`src/hdl/mcg_pkg.sv`:
```
// Shared types and constants for the midpoint circle generator.
package mcg_pkg;

    // Request kind carried on the input tuser bit
    typedef enum logic {
        KIND_START = 1'b0,
        KIND_STEP  = 1'b1
    } t_kind;

    // Eight symmetric points per offset pair
    localparam int POINTS  = 8;
    localparam int PT_BITS = $clog2(POINTS);

endpackage

```
`src/hdl/mcg_ram.sv`:
```
// Generic single-write, single-read RAM with registered read data.
module mcg_ram #(
    parameter int WIDTH = 8,
    parameter int DEPTH = 2,
    localparam int AW   = (DEPTH > 1) ? $clog2(DEPTH) : 1
) (
    input  logic             i_clk,
    input  logic             i_we,
    input  logic [AW-1:0]    i_waddr,
    input  logic [WIDTH-1:0] i_wdata,
    input  logic [AW-1:0]    i_raddr,
    output logic [WIDTH-1:0] o_rdata
);

    logic [WIDTH-1:0] r_mem [DEPTH];
    logic [WIDTH-1:0] r_rdata;

    // Read-before-write: a same-cycle read returns the old word
    always_ff @(posedge i_clk) begin
        if (i_we) begin
            r_mem[i_waddr] <= i_wdata;
        end
        r_rdata <= r_mem[i_raddr];
    end

    assign o_rdata = r_rdata;

endmodule

```
`src/hdl/mcg_core.sv`:
```
// Request stage and read-modify-write of the circle state word.
module mcg_core #(
    parameter int COORD_BITS  = 12,
    parameter int RADIUS_BITS = 11,
    localparam int OFF_BITS   = RADIUS_BITS + 1,
    localparam int DEC_BITS   = RADIUS_BITS + 3
) (
    input  logic                   i_clk,
    input  logic                   i_rst_n,
    // request side
    input  logic                   i_req_valid,
    output logic                   o_req_ready,
    input  mcg_pkg::t_kind         i_req_kind,
    input  logic [COORD_BITS-1:0]  i_req_cx,
    input  logic [COORD_BITS-1:0]  i_req_cy,
    input  logic [RADIUS_BITS-1:0] i_req_rad,
    // group side
    output logic                   o_grp_valid,
    input  logic                   i_grp_ready,
    output logic [COORD_BITS-1:0]  o_grp_cx,
    output logic [COORD_BITS-1:0]  o_grp_cy,
    output logic [OFF_BITS-1:0]    o_grp_ox,
    output logic [OFF_BITS-1:0]    o_grp_oy,
    output logic                   o_grp_final
);

    // State word: {cx, cy, ox, oy, decision, active}
    localparam int SW = 2 * COORD_BITS + 2 * OFF_BITS + DEC_BITS + 1;

    localparam logic [DEC_BITS-1:0] DEC_ONE   = DEC_BITS'(1);
    localparam logic [DEC_BITS-1:0] DEC_THREE = DEC_BITS'(3);
    localparam logic [DEC_BITS-1:0] DEC_FIVE  = DEC_BITS'(5);
    localparam logic [OFF_BITS-1:0] OFF_ONE   = OFF_BITS'(1);

    // request stage
    logic                   r_s1_valid;
    mcg_pkg::t_kind         r_s1_kind;
    logic [COORD_BITS-1:0]  r_s1_cx;
    logic [COORD_BITS-1:0]  r_s1_cy;
    logic [RADIUS_BITS-1:0] r_s1_rad;

    // forwarding and written flag
    logic                   r_fwd_valid;
    logic [SW-1:0]          r_fwd_data;
    logic                   r_init;

    logic [SW-1:0]          ram_rdata;
    logic [SW-1:0]          cur;
    logic [SW-1:0]          wdata;
    logic                   we;
    logic                   s1_fire;
    logic                   makes_grp;

    logic [COORD_BITS-1:0]  cur_cx, cur_cy, new_cx, new_cy;
    logic [OFF_BITS-1:0]    cur_ox, cur_oy, new_ox, new_oy;
    logic [DEC_BITS-1:0]    cur_dec, new_dec;
    logic                   cur_act, new_act;
    logic [DEC_BITS-1:0]    two_x, two_y;

    mcg_ram #(
        .WIDTH (SW),
        .DEPTH (1)
    ) u_state_ram (
        .i_clk   (i_clk),
        .i_we    (we),
        .i_waddr (1'b0),
        .i_wdata (wdata),
        .i_raddr (1'b0),
        .o_rdata (ram_rdata)
    );

    // Current state: prior-cycle write, else RAM word (zero until written)
    assign cur = r_fwd_valid ? r_fwd_data : (r_init ? ram_rdata : '0);
    assign {cur_cx, cur_cy, cur_ox, cur_oy, cur_dec, cur_act} = cur;

    assign two_x = DEC_BITS'({cur_ox, 1'b0});
    assign two_y = DEC_BITS'({cur_oy, 1'b0});

    // Next state for the request in stage one
    always_comb begin
        new_cx  = cur_cx;
        new_cy  = cur_cy;
        new_ox  = cur_ox;
        new_oy  = cur_oy;
        new_dec = cur_dec;
        case (r_s1_kind)
            mcg_pkg::KIND_START: begin
                new_cx  = r_s1_cx;
                new_cy  = r_s1_cy;
                new_ox  = '0;
                new_oy  = OFF_BITS'(r_s1_rad);
                new_dec = DEC_ONE - DEC_BITS'(r_s1_rad);
            end
            mcg_pkg::KIND_STEP: begin
                new_ox = cur_ox + OFF_ONE;
                if (cur_dec[DEC_BITS-1]) begin
                    new_dec = cur_dec + two_x + DEC_THREE;
                end else begin
                    new_dec = cur_dec + two_x - two_y + DEC_FIVE;
                    new_oy  = cur_oy - OFF_ONE;
                end
            end
            default: begin
                new_ox = cur_ox;
            end
        endcase
    end

    assign new_act   = new_ox < new_oy;
    assign makes_grp = (r_s1_kind == mcg_pkg::KIND_START) || cur_act;
    assign s1_fire   = r_s1_valid && (!makes_grp || i_grp_ready);
    assign we        = s1_fire && makes_grp;
    assign wdata     = {new_cx, new_cy, new_ox, new_oy, new_dec, new_act};

    assign o_req_ready = !r_s1_valid || s1_fire;

    // Stage-one control and written-state tracking
    always_ff @(posedge i_clk) begin
        if (!i_rst_n) begin
            r_s1_valid  <= 1'b0;
            r_fwd_valid <= 1'b0;
            r_init      <= 1'b0;
        end else begin
            if (o_req_ready) begin
                r_s1_valid <= i_req_valid;
            end
            r_fwd_valid <= we;
            if (we) begin
                r_init <= 1'b1;
            end
        end
    end

    // Payload registers
    always_ff @(posedge i_clk) begin
        if (o_req_ready && i_req_valid) begin
            r_s1_kind <= i_req_kind;
            r_s1_cx   <= i_req_cx;
            r_s1_cy   <= i_req_cy;
            r_s1_rad  <= i_req_rad;
        end
        r_fwd_data <= wdata;
    end

    // Group request toward the emitter
    assign o_grp_valid = r_s1_valid && makes_grp;
    assign o_grp_cx    = new_cx;
    assign o_grp_cy    = new_cy;
    assign o_grp_ox    = new_ox;
    assign o_grp_oy    = new_oy;
    assign o_grp_final = !new_act;

endmodule

```
`src/hdl/mcg_emit.sv`:
```
// Group buffer and eight-point pixel emitter.
module mcg_emit #(
    parameter int COORD_BITS  = 12,
    parameter int RADIUS_BITS = 11,
    localparam int OFF_BITS   = RADIUS_BITS + 1,
    localparam int PIX_BITS   =
        ((COORD_BITS > RADIUS_BITS) ? COORD_BITS : RADIUS_BITS) + 2
) (
    input  logic                  i_clk,
    input  logic                  i_rst_n,
    input  logic                  i_grp_valid,
    output logic                  o_grp_ready,
    input  logic [COORD_BITS-1:0] i_grp_cx,
    input  logic [COORD_BITS-1:0] i_grp_cy,
    input  logic [OFF_BITS-1:0]   i_grp_ox,
    input  logic [OFF_BITS-1:0]   i_grp_oy,
    input  logic                  i_grp_final,
    output logic                  o_pix_valid,
    input  logic                  i_pix_ready,
    output logic [PIX_BITS-1:0]   o_pix_x,
    output logic [PIX_BITS-1:0]   o_pix_y,
    output logic                  o_pix_last,
    output logic                  o_pix_done
);

    localparam logic [mcg_pkg::PT_BITS-1:0] PT_LAST = mcg_pkg::PT_BITS'(mcg_pkg::POINTS - 1);
    localparam logic [mcg_pkg::PT_BITS-1:0] PT_ONE  = mcg_pkg::PT_BITS'(1);

    // skid slot
    logic                  r_slot_valid;
    logic [COORD_BITS-1:0] r_slot_cx, r_slot_cy;
    logic [OFF_BITS-1:0]   r_slot_ox, r_slot_oy;
    logic                  r_slot_final;

    // emitting group
    logic                          r_em_valid;
    logic [mcg_pkg::PT_BITS-1:0]   r_em_cnt;
    logic [COORD_BITS-1:0]         r_em_cx, r_em_cy;
    logic [OFF_BITS-1:0]           r_em_ox, r_em_oy;
    logic                          r_em_final;

    logic em_done, em_load, slot_take;
    logic x_neg, y_neg;
    logic [PIX_BITS-1:0] ext_cx, ext_cy, ext_a, ext_b;

    assign em_done     = r_em_valid && i_pix_ready && (r_em_cnt == PT_LAST);
    assign em_load     = r_slot_valid && (!r_em_valid || em_done);
    assign slot_take   = i_grp_valid && o_grp_ready;
    assign o_grp_ready = !r_slot_valid || em_load;

    // Control
    always_ff @(posedge i_clk) begin
        if (!i_rst_n) begin
            r_slot_valid <= 1'b0;
            r_em_valid   <= 1'b0;
            r_em_cnt     <= '0;
        end else begin
            if (o_grp_ready) begin
                r_slot_valid <= i_grp_valid;
            end
            if (em_load) begin
                r_em_valid <= 1'b1;
                r_em_cnt   <= '0;
            end else if (em_done) begin
                r_em_valid <= 1'b0;
                r_em_cnt   <= '0;
            end else if (r_em_valid && i_pix_ready) begin
                r_em_cnt <= r_em_cnt + PT_ONE;
            end
        end
    end

    // Payload
    always_ff @(posedge i_clk) begin
        if (slot_take) begin
            r_slot_cx    <= i_grp_cx;
            r_slot_cy    <= i_grp_cy;
            r_slot_ox    <= i_grp_ox;
            r_slot_oy    <= i_grp_oy;
            r_slot_final <= i_grp_final;
        end
        if (em_load) begin
            r_em_cx    <= r_slot_cx;
            r_em_cy    <= r_slot_cy;
            r_em_ox    <= r_slot_ox;
            r_em_oy    <= r_slot_oy;
            r_em_final <= r_slot_final;
        end
    end

    // Point select: odd points swap x and y; signs follow the octant order
    always_comb begin
        x_neg  = r_em_cnt inside {[2:5]};
        y_neg  = r_em_cnt inside {[4:7]};
        ext_cx = PIX_BITS'(r_em_cx);
        ext_cy = PIX_BITS'(r_em_cy);
        ext_a  = PIX_BITS'(r_em_cnt[0] ? r_em_oy : r_em_ox);
        ext_b  = PIX_BITS'(r_em_cnt[0] ? r_em_ox : r_em_oy);
    end

    assign o_pix_x     = x_neg ? (ext_cx - ext_a) : (ext_cx + ext_a);
    assign o_pix_y     = y_neg ? (ext_cy - ext_b) : (ext_cy + ext_b);
    assign o_pix_valid = r_em_valid;
    assign o_pix_last  = r_em_cnt == PT_LAST;
    assign o_pix_done  = r_em_final;

endmodule

```
`src/hdl/midpoint_circle_generator_unit.sv`:
```
// Top level of the midpoint circle generator.
//
//  Channel   Dir  Handshake                       Payload
//  s_axis    in   i_s_axis_tvalid/o_s_axis_tready kind, center_x, center_y, radius
//  m_axis    out  o_m_axis_tvalid/i_m_axis_tready pixel_x, pixel_y, last, done_res
//
// A start or an active step request yields eight pixels, one per cycle while
// the output is ready; the pixel emitter sets the sustained rate. A step with
// no circle in progress is absorbed without producing pixels. Synchronous
// active-low reset clears all control state; the circle state word lives in
// a one-entry RAM and reads as zero until first written. Output stalls back
// up through a one-group skid slot and the request stage to o_s_axis_tready.
module midpoint_circle_generator_unit #(
    parameter int COORD_BITS  = 12,
    parameter int RADIUS_BITS = 11,
    localparam int PIX_BITS   =
        ((COORD_BITS > RADIUS_BITS) ? COORD_BITS : RADIUS_BITS) + 2,
    localparam int IN_BITS    = ((2 * COORD_BITS + RADIUS_BITS + 7) / 8) * 8,
    localparam int OUT_BITS   = ((2 * PIX_BITS + 7) / 8) * 8
) (
    input  logic                i_clk,
    input  logic                i_rst_n,
    input  logic                i_s_axis_tvalid,
    output logic                o_s_axis_tready,
    // center_x, center_y, radius, zero pad
    input  logic [IN_BITS-1:0]  i_s_axis_tdata,
    // kind
    input  logic [0:0]          i_s_axis_tuser,
    output logic                o_m_axis_tvalid,
    input  logic                i_m_axis_tready,
    // pixel_x, pixel_y, zero pad
    output logic [OUT_BITS-1:0] o_m_axis_tdata,
    output logic                o_m_axis_tlast,
    // done_res
    output logic [0:0]          o_m_axis_tuser
);

    localparam int OFF_BITS = RADIUS_BITS + 1;

    logic                  grp_valid, grp_ready, grp_final;
    logic [COORD_BITS-1:0] grp_cx, grp_cy;
    logic [OFF_BITS-1:0]   grp_ox, grp_oy;
    logic [PIX_BITS-1:0]   pix_x, pix_y;
    logic                  pix_done;

    mcg_core #(
        .COORD_BITS  (COORD_BITS),
        .RADIUS_BITS (RADIUS_BITS)
    ) u_core (
        .i_clk       (i_clk),
        .i_rst_n     (i_rst_n),
        .i_req_valid (i_s_axis_tvalid),
        .o_req_ready (o_s_axis_tready),
        .i_req_kind  (mcg_pkg::t_kind'(i_s_axis_tuser[0])),
        .i_req_cx    (i_s_axis_tdata[COORD_BITS-1:0]),
        .i_req_cy    (i_s_axis_tdata[2*COORD_BITS-1:COORD_BITS]),
        .i_req_rad   (i_s_axis_tdata[2*COORD_BITS+RADIUS_BITS-1:2*COORD_BITS]),
        .o_grp_valid (grp_valid),
        .i_grp_ready (grp_ready),
        .o_grp_cx    (grp_cx),
        .o_grp_cy    (grp_cy),
        .o_grp_ox    (grp_ox),
        .o_grp_oy    (grp_oy),
        .o_grp_final (grp_final)
    );

    mcg_emit #(
        .COORD_BITS  (COORD_BITS),
        .RADIUS_BITS (RADIUS_BITS)
    ) u_emit (
        .i_clk       (i_clk),
        .i_rst_n     (i_rst_n),
        .i_grp_valid (grp_valid),
        .o_grp_ready (grp_ready),
        .i_grp_cx    (grp_cx),
        .i_grp_cy    (grp_cy),
        .i_grp_ox    (grp_ox),
        .i_grp_oy    (grp_oy),
        .i_grp_final (grp_final),
        .o_pix_valid (o_m_axis_tvalid),
        .i_pix_ready (i_m_axis_tready),
        .o_pix_x     (pix_x),
        .o_pix_y     (pix_y),
        .o_pix_last  (o_m_axis_tlast),
        .o_pix_done  (pix_done)
    );

    // Pack output fields, lowest first
    assign o_m_axis_tdata = OUT_BITS'({pix_y, pix_x});
    assign o_m_axis_tuser = pix_done;

endmodule
```
`config.mk`:
```
export PLATFORM = sky130hd
export DESIGN_NAME = midpoint_circle_generator_unit
export DESIGN_NICKNAME = d
export VERILOG_FILES = /design/src/hdl/mcg_pkg.sv /design/src/hdl/mcg_ram.sv /design/src/hdl/mcg_core.sv /design/src/hdl/mcg_emit.sv /design/src/hdl/midpoint_circle_generator_unit.sv
export SDC_FILE = /design/constraint.sdc
export NUM_CORES = 1
export LEC_CHECK = 0
export BUFFER_PORTS_ARGS = -buffer_cell sky130_fd_sc_hd__buf_2
export CORE_UTILIZATION = 40
export DETAILED_ROUTE_END_ITERATION = 16
export GPL_ROUTABILITY_DRIVEN = 0
export MAX_ROUTING_LAYER = met4
export PLACE_DENSITY_LB_ADDON = 0.05
export SLEW_MARGIN = 20
export SYNTH_ARGS = -nofsm -noshare
export SYNTH_HDL_FRONTEND = slang
export SYNTH_SLANG_ARGS = --single-unit
```
`constraint.sdc`:
```
create_clock -name i_clk -period 4.93 [get_ports i_clk]
set_input_delay 0.986 -clock i_clk [delete_from_list [all_inputs] [get_ports i_clk]]
set_output_delay 0.986 -clock i_clk [all_outputs]
set_load 0.03 [all_outputs]
```
==> metrics.md <==
| Metric | Value |
|---|---|
| Status | complete, but fails checks |
| Failing checks | design-rule violations |
| Total Routed Length | between 30000 and 40000 µm |
| GR Overflow Total | 0 |
| Antenna cells | 0 |
| Share of post-route cells with drive strength above 1 | 15.82% |
| Cell variety after synth | 72 |
| DRC errors left | 5 |
| Post-synth EDFFs | approximately 200 |
| Total core area | 35830 µm² |
| Grt met3 use | 2.423% |
| Vias/cell | ~5.0 |
| Final Hold Viols | 0 |
| CTS Root Cell | clkbuf_16 |
| Register Area | ~8600 µm² |
| Detailed placement HPWL | between 20000 and 25000 µm |
| Vias in the first global route | 8900 |
| First-pass GRT wire length | 48700 µm |
| Drt pass-1 iters | 10 |
| All-Layer GR Usage | around 17% |
| Reg2Reg Depth | 20 |
| Slew Limit Fails | 0 |
| Area Overhead vs Synth | 16.07% |
| Average size of a mapped cell | 12.18 µm² |
| Synth warn | 0 |
| Initial core utilization | 40.94% |
| Fin nets | about 1500 |
| Post-synth ARST share | 0% |
| GR Util met2 | a little over a quarter |
| #FFs+latches synth | approximately 330 |
| Clock-pin slew on the worst setup and hold paths | roughly 60 ps |
| IO Pins | 81 |
| Mapped cell area | 14670 µm² |
| Filler Cell Count | roughly 3200 |
| Top cell type by total area after synthesis | edfxtp_1 |
| Crit-path max FO | 9 |
| Max_slew headroom | approximately 32% |
| Share of the synthesized area in the top cell type | between 40 and 50% |
| Hold-fix buffers, CTS | 0 |
| Post-synthesis instance total | 1204 |
| Post-Route Skew | between 20 and 30 ps |
| CTS sink cnt | approximately 330 |
| Hold Path Class | reg2reg |
| Slew @ Worst Pin | around 1000 ps |
| Setup violations, final | 0 |
| End of the worst register-to-register path | u_core.u_state_ram.r_mem[0][14] |
| Routed len/inst | 16.92 µm |
| DR iter-0 viols | around 440 |
| Chip height | 193.5 µm |
| Port bufs | 71 |
| Critical Path End Type | flop |
| DIE AREA | between 30000 and 40000 µm² |
| Maxcap violations | 0 |
| Clock insertion delay at the later pin of the skew report | approximately 510 ps |
| Seq/Total Area, Yosys | 58.62% |
| Most frequent cells in the layout | 197 x edfxtp_1, 132 x dfxtp_1, 103 x ha_1 |
| Initial antenna violation count | 0 |
| Fmax | ~0.21 GHz |
| Required time of the worst setup path | 5140 ps |
| Number of routed nets with antenna violations | 0 |
| Multi-input logic area | ~5600 µm² |
| Peak supply drop | approximately 0.22 mV |
| Die X | just under 200 µm |
| Longest Clk Path Bufs | 3 |
| Row count | slightly below 70 |
| Post-Route Utilization | 47.52% |
| CTS tree | done |
| Vias | between 9000 and 10000 |
| Leakage | around 6.8 nW |
| Largest net degree at the start of global routing | 66 |
| Hold path depth | 0 |
| Num CTS Buffers | 37 |
| Tmin final | ~4700 ps |
| Met1 Use GR | 23.63% |
| Worst Hold End | u_core.u_state_ram.o_rdata[21] |
| Critical Path AT | 4870 ps |
| Worst r2r src | u_core.r_fwd_valid |
| Worst reg2reg setup slack | between 200 and 300 ps |
| Area contributors post-synth | edfxtp_1 40%, dfxtp_1 18%, ha_1 8.8% |
| Final worst slack | 264.1 ps |
| Post-synth top flop | edfxtp_1 |
| Busiest grt layer | met2 |
| Hold wc startpoint | u_core.u_state_ram.r_mem[0][21] |
| Final Cycle Share | a little over nine tenths |
| Pre-CTS setup slack | about 180 ps |
| RSZ-0062 raised after global routing | true |
| H-tree levels | 2 |
| WS Path Type | reg2reg |
| Startpoint Class | flop |
| Pwr dens | 399.6 nW/µm² |
| Commonest non-fill, non-tap cell in the layout | edfxtp_1 |
## cells in the mapped netlist (all sizes together) (4+ instances only)
library cell    n
edfxtp        197
and3            8
clkbuf         29
nor3b           4
a211oi          7
inv            90
nand4           6
a22oi          44
ha            103
and2           10
nor3           24
a22o           21
nor2           77
nand2b          6
xor2           21
a21o           12
mux2i          30
nor2b          10
a21boi          5
xnor2          54
dfxtp         134
buf            12
o21a            7
a31o            5
nand3          17
a21oi          96
o21ai          47
fa              6
or3             9
nand2          43
o211ai          8
a31oi           8
mux2            8
o21bai         12
## repair_timing
| item | CTS | global route |
|---|---|---|
| resized for setup | 0 | 7 |
| buffers inserted | 0 | 2 |
| endpoints found under the setup margin | 0 | 7 |
## logic make-up (layout without fill, tap and decap cells)
| family | count (synthesis) | in the layout | synth area share (%) |
|---|---|---|---|
| flops | 331 | 331 | 58.62 |
| compound gates | 296 | 296 | 13.43 |
| simple gates | 223 | 223 | 7.328 |
| buf+inv | 131 | 264 | 3.489 |
| fa+ha+maj | 109 | 109 | 9.606 |
| xor+xnor | 75 | 75 | 4.837 |
| mux | 38 | 38 | 2.662 |
| other cells | 1 | 4 | 0.02557 |
## stage by stage
step / hold slack, ps / setup TNS, ps / power [W] / area [µm²] / instances
2_1_floorplan: 323.3 / 0 / 0.003869 / 14700 / 1207
5_1_grt: 340.2 / -106.6 / 0.007122 / 17020 / 1801
3_5_place_dp: 326.9 / 0 / 0.004136 / 15740 / 1732
3_3_place_gp: 323.3 / 0 / 0.004123 / 15740 / 1732
6_report: 331.5 / 0 / 0.006802 / 17020 / 1801
4_1_cts: 334.8 / 0 / 0.006896 / 16970 / 1799
## metal layers
metal	up-vias	wire, µm
met5	-	0
met4	0	554
met3	35	1001
li1	4582	-
met2	140	13530
met1	4337	15390
## state kept, by name, summed over array words and instances, names as in the netlist, 3 cells and up
signal	cells
u_core.r_s1_cy	12
u_emit.r_slot_oy	12
u_emit.r_slot_ox	12
u_core.r_fwd_data	63
u_emit.r_em_cx	12
u_emit.r_slot_cx	12
u_emit.r_em_ox	12
u_core.r_s1_rad	11
u_emit.r_em_oy	12
u_core.r_s1_cx	12
u_emit.r_em_cy	12
u_emit.r_slot_cy	12
u_core.u_state_ram.r_mem	63
u_emit.r_em_cnt	3
u_core.u_state_ram.o_rdata	63
## critical path, stage by stage, from the launching register on
cell and delay, ps:
dfxtp_4 420, nor2b_4 90, a22oi_1 190, inv_1 110
ha_1 250, fa_1 460, a211oi_4 310, nor2_2 90
xor2_2 200, ha_1 270, ha_1 340, o21a_1 140
o31a_1 180, o41ai_1 80, buf_4 140, o211a_1 230
or4_1 460, nand2_1 90, a41oi_2 40, xnor2_1 170
a21oi_1 100
## cell type report
cell class / count / share of cell area, %
Sequential cell: 331 / 50.54
Multi-Input combinational cell: 745 / 33.13
Clock buffer: 54 / 6.291
Timing Repair Buffer: 107 / 3.697
Tap cell: 461 / 3.388
Inverter: 90 / 1.984
Clock inverter: 13 / 0.9702
## where the power goes
group          switching (W)  total (W)  internal (W)
Clock                0.00105    0.00273       0.00168
Combinational       0.000535   0.000890      0.000355
Sequential         0.0000572    0.00318       0.00312
Total                0.00165    0.00680       0.00516
## worst max path at each step
stage	cells past startpoint	end	start
finish	20	u_core.u_state_ram.r_mem[0][14]	u_core.r_fwd_valid
floorplan	22	u_core.u_state_ram.r_mem[0][14]	u_core.r_fwd_valid
CTS	12	o_m_axis_tdata[26]	u_emit.r_em_cnt[0]
global placement	19	u_core.u_state_ram.r_mem[0][14]	u_core.r_init
global route	20	u_core.u_state_ram.r_mem[0][14]	u_core.r_fwd_valid
detailed placement	19	u_core.u_state_ram.r_mem[0][14]	u_core.r_init
No activity file was read; power rests on OpenSTA's default activity.
